[config.mk]
export PLATFORM = sky130hd
export DESIGN_NAME = bmhq_pick
export DESIGN_NICKNAME = d
export VERILOG_FILES = /design/src/bmhq_pkg.sv /design/src/bmhq_pick.sv
export SDC_FILE = /design/constraint.sdc
export NUM_CORES = 1
export LEC_CHECK = 0
export BUFFER_PORTS_ARGS = -buffer_cell sky130_fd_sc_hd__buf_2
export CAP_MARGIN = 40
export CORE_UTILIZATION = 49
export DETAILED_ROUTE_END_ITERATION = 12
export PLACE_DENSITY = 0.95
export SETUP_SLACK_MARGIN = 0.4
export SLEW_MARGIN = 20
export SYNTH_ARGS = -nofsm -noshare
export SYNTH_HDL_FRONTEND = slang
export SYNTH_SLANG_ARGS = --single-unit
[constraint.sdc]
create_clock -name vclk -period 9.1
set_input_delay 0.455 -clock vclk [all_inputs]
set_output_delay 0.455 -clock vclk [all_outputs]
set_load 0.05 [all_outputs]
[src/bmhq_pkg.sv]
package bmhq_pkg;

    localparam int KIND_W        = 2;
    localparam int PAYLOAD_W     = 32;
    localparam int REQ_PRIO_W    = 32;
    localparam int ENTRY_COUNT_W = 10;

    typedef enum logic [KIND_W-1:0] {
        KIND_INSERT = 2'd0,
        KIND_REMOVE = 2'd1,
        KIND_CLEAR  = 2'd2
    } t_kind;

    // Outcome of the shared compare unit: keep the current entry or take a candidate.
    typedef enum logic [1:0] {
        PICK_CUR = 2'd0,
        PICK_A   = 2'd1,
        PICK_B   = 2'd2
    } t_pick;

endpackage

[src/bmhq_pick.sv]
module bmhq_pick #(
    parameter int PW = 32
) (
    input  logic [PW-1:0]   i_cur_pri,
    input  logic [PW-1:0]   i_a_pri,
    input  logic            i_a_ok,
    input  logic [PW-1:0]   i_b_pri,
    input  logic            i_b_ok,
    output bmhq_pkg::t_pick o_sel
);

    logic          take_a;
    logic [PW-1:0] best_pri;
    logic          take_b;

    // Candidate A wins only when strictly smaller; B must then beat the running best,
    // so a tie between the two candidates stays with A.
    assign take_a   = i_a_ok && (i_a_pri < i_cur_pri);
    assign best_pri = take_a ? i_a_pri : i_cur_pri;
    assign take_b   = i_b_ok && (i_b_pri < best_pri);

    always_comb begin
        if (take_b) begin
            o_sel = bmhq_pkg::PICK_B;
        end else if (take_a) begin
            o_sel = bmhq_pkg::PICK_A;
        end else begin
            o_sel = bmhq_pkg::PICK_CUR;
        end
    end

endmodule

; ---- After elaboration in Yosys (flattened, before gate mapping)
; Index checks and enable logic that the tools add are counted.
[op_classes]
n_lt_le_gt_ge = 2
n_mux = 3
n_reduce_logical = 2
[ops]
columns = cell, n
row1 = 32-bit less-than comparator, 2
row2 = 32-bit two-way mux, 1
row3 = 1-bit logical AND, 2
row4 = 2-bit two-way mux, 1
row5 = 1-bit two-way mux, 1
[totals]
ff_bits = 0
inputBits = 98
out_inout_bits = 2
word_cells = 7

; ---- Depth between registers and ports, before layout
[logic_depth]
ltp_word = 6
depth_mapped = 18
depth_no_buf = 16

; ---- Worst setup path before layout
; Ideal clock, no wire load.
[synth_path]
kind = in2out
from = input port i_cur_pri[21]
to = output port o_sel[0]
arrival_ps = 3756
required_time_ps = 8645
setup_slack_ps = 4889
cell_stages = 17
n_path_buf = 1
cell_sequence = inv_1 ha_1 a21oi_1 o21ai_0 a221oi_1 o211ai_1 a21oi_4 buf_6 mux2i_1 ha_1 a21oi_1 o211ai_1 a211o_1 a211o_1 a21oi_1 o21ai_0 and3_1
[synth_between]
elab_chain_cells = 6
[synth_lines]
columns = item, line_no
row1 = from (decl), bmhq_pick.sv:4  ; input logic [PW-1:0] i_cur_pri,
row2 = 32-bit less-than comparator, bmhq_pick.sv:18  ; assign take_a = i_a_ok && (i_a_pri < i_cur_pri);
row3 = 1-bit logical AND, bmhq_pick.sv:18
row4 = 32-bit two-way mux, bmhq_pick.sv:19  ; assign best_pri = take_a ? i_a_pri : i_cur_pri;
row5 = 32-bit less-than comparator, bmhq_pick.sv:20  ; assign take_b = i_b_ok && (i_b_pri < best_pri);
row6 = 1-bit logical AND, bmhq_pick.sv:20
row7 = 2-bit two-way mux (*), bmhq_pick.sv:23  ; if (take_b) begin
row8 = to (decl), bmhq_pick.sv:9  ; output bmhq_pkg::t_pick o_sel
; Mark *: on every way between the ends. The rest lies on a longest branch, timed or not.

; ---- Worst setup path in the final report
[layout_path]
from = input port i_cur_pri[23]
to = output port o_sel[0]
; The elaborated chain is that of the path after synthesis.

==> results.md <==
- The register area is 0 sq um.
- The sequential share of power is 0%.
- The total power draw is ~0.13 mW.
- After floorplanning, the core was divided into 22 placement rows.
- The final non-filler cell total is 382.
- The wire length reported by the detailed router is 4650 um.
- The min-delay analysis places its worst path in the category primary input to output pin.
- The data required time at the worst endpoint is ~8.7 ns.
- The effective utilization at floorplan is between 50% and 60%.
- The post-layout net count is ~500.
- In this run the standard cell core region covers 0.003689 sq mm.
- The cell type contributing the most total cell area after synthesis is sky130_fd_sc_hd__ha_1.
- After detailed routing, the average wire length per cell comes to approximately 12 um.
- Setup violations remaining at the end of the flow were counted as 0.
- Setup repair after global routing left no endpoint under its margin.
- The detailed router placed 2,054 vias in this run.
- Combinational cells account for 100.0% of the total power.
- The count of nets left with antenna violations once routing finished came out at 0.
- The switching component of the power is about 0.067 mW.
- The relative slew slack is 68.62%.
- The area of combinational cells with multiple inputs is 0.001720 sq mm.
- Data arrives at the worst endpoint at between 4 and 5 ns.
- The overflow left after global routing is 0.
- The overall die area is 0.004116 sq mm.
- The final RePlAce weighted congestion is 0.8615.
- The number of antenna violations at the first check in global routing is 0.
- For this design the static power due to leakage is 1.448 nW.
- The number of different library cells used by synthesis comes to 30.
- For this run, the register share of the synthesized area comes to 0%.
- The internal power of the cells is 0.06164 mW.
- The placed wire-length estimate is 4271 um.
- The clock buffer instance count of the final layout is 0.
- The number of setup buffers added after CTS is 0.
- The design has 0 sequential cells.
- The number of failing hold endpoints at the final stage was 0.
- The mean post-synth cell area is ~8 sq um.
- Global routing used 23.07% of the available tracks.
- IR analysis of the VDD net gives a maximum drop of between 0.02 and 0.025 mV.
- Once placement completed, the tool counted placed cells totaling 382.
- The DRC violation count after routing is 0.
- The top achievable clock speed is 192.4 MHz.
- In this run the worst path has a maximum fanout of 22.
- The worst setup path is captured at an output pin.
- The count of antenna diodes in the layout is 0.
- Net switching is 52.03% of the power.
- The final-layout setup total negative slack is 0 ns.
- The flow ran to the end, and the final reports show no timing, DRC or antenna violations.
- The mapped netlist covers 0.001893 sq mm.
- Once the clock tree was built, the resizer swapped 0 gates to a different size.
- The post-route fraction of the period consumed by the critical path is 57.11%.
- Among all cell types in the netlist, the one instantiated most often is sky130_fd_sc_hd__ha_1.
- Ranked by total cell area, the synthesized netlist is headed by sky130_fd_sc_hd__ha_1 41%, sky130_fd_sc_hd__mux2i_1 16%, sky130_fd_sc_hd__inv_1 6.9%.
- The first detailed-routing pass ran for 4 iterations.
- The max-slew violation count is 0.
- Entering global routing, the biggest net connects 23 pins.
- The number of global-route vias before repair is 2,059.
- The smallest clock period supported by the final layout is computed as 5.197 ns.
- At the pin with the least slew margin, the transition time is 0.4669 ns.
- Using the TritonRoute via totals, the vias-per-cell ratio works out to between 5 and 6.
- The number of fillers in the final layout is 362.
- For this block, the initial DRC count from the detailed router was 31.
- The height of the die is 64.16 um.
- The fraction of post-synthesis cell area in the top cell type by area is 40.98%.
- For this design the ratio of total power to cell area is 53.10 mW/mm^2.
- The number of top-level pins is 100.
- The commonest cells after synthesis are 62 x sky130_fd_sc_hd__ha_1, 35 x sky130_fd_sc_hd__inv_1, 31 x sky130_fd_sc_hd__mux2i_1.
- Relative to the synthesized area, the layout overhead comes to 27.83%.
- The width of the die is 64.16 um.
- Synthesis handed over a netlist of 237 instances.
- The number of hold buffers added after CTS is 0.
- The worst setup path is of the primary input to output pin kind.
- The quantity of I/O buffers inserted on ports is 100.
- The share of post-route cells with drive strength above 1 is 31.44%.
- The number of warnings issued by yosys is 0.
- The number of nets produced by synthesis is 397.
- The type of origin of the critical path is a primary input.
- The first-pass GRT wire length is 7907 um.
- The relative contribution of the clock network to total power is 0%.
- Across the run, the number of max-cap violations was 0.
[through the flow]
step	worst slack (ns)	utilization (%)	area [sq um]	hold WS (ns)
floorplan	4.889	-	1893	1.220
global placement	4.095	65.60	2420	1.370
detailed placement	3.963	65.60	2420	1.368
CTS	3.949	65.60	2420	1.368
global route	3.576	65.60	2420	1.375
finish	3.903	65.60	2420	1.368
[layout make-up]
| type | instances | share of cell area, % |
|---|---|---|
| inverter | 35 | 5.429 |
| multi-input combinational | 198 | 71.10 |
| tap | 48 | 2.482 |
| timing repair buffer | 101 | 20.99 |
[cells by family (layout without fill, tap and decap cells)]
family                   Yosys count  after routing  synth area share, %
buffers and inverters             39            136                9.121
AND/OR/NAND/NOR                   52             52                14.01
AO/OA/AOI/OAI                     53             53                19.50
multiplexers                      31             31                16.39
adder cells (fa/ha/maj)           62             62                40.98
[power groups by stage]
stage | Clock, mW | Combinational [mW] | Sequential, mW
final | 0 | 0.129 | 0
after global routing | 0 | 0.146 | 0
after CTS | 0 | 0.129 | 0
after detailed placement | 0 | 0.129 | 0
after global placement | 0 | 0.123 | 0
after floorplan | 0 | 0.0871 | 0
[final timing paths]
check                startpoint       end  cells past startpoint
hold / removal       i_b_pri[0]  o_sel[1]                      5
setup / recovery  i_cur_pri[23]  o_sel[0]                     19
[cells in the final DEF (no fill, tap or decap), drive strengths merged]
master   instances
a21oi           22
o311a            1
and3             2
inv             35
a211o            5
nand2b           2
o211ai           4
mux2i           31
nand4           11
a31oi            1
o21ai            8
o2111ai          1
o21a             1
nor2b            1
nand3            7
nor3             4
nand2           15
and4             1
and2             1
o41ai            1
nor4             1
buf            101
a211oi           3
a21o             5
a221oi           1
nor2             7
ha              62
[layer usage]
metal,GRT usage [%],share of wire [%],vias to the layer above
met1,24.36,41,897
met3,3.571,7.0,6
li1,-,-,1083
met5,0,0,-
met4,3.611,0.95,0
met2,47.47,51,68
[critical path, stage by stage]
cell	delay, ns
sky130_fd_sc_hd__buf_2	0.09
sky130_fd_sc_hd__inv_1	0.04
sky130_fd_sc_hd__ha_1	0.31
sky130_fd_sc_hd__a21oi_1	0.14
sky130_fd_sc_hd__o21ai_0	0.10
sky130_fd_sc_hd__a221oi_1	0.42
sky130_fd_sc_hd__o211ai_1	0.21
sky130_fd_sc_hd__a21oi_4	0.42
sky130_fd_sc_hd__buf_4	0.44
sky130_fd_sc_hd__mux2i_1	0.26
sky130_fd_sc_hd__ha_1	0.27
sky130_fd_sc_hd__a21oi_1	0.13
sky130_fd_sc_hd__o211ai_1	0.09
sky130_fd_sc_hd__a211o_1	0.26
sky130_fd_sc_hd__a211o_1	0.29
sky130_fd_sc_hd__a21oi_1	0.22
sky130_fd_sc_hd__o21ai_0	0.15
sky130_fd_sc_hd__and3_1	0.22
sky130_fd_sc_hd__buf_2	0.21
(Power assumes the default switching activity.)
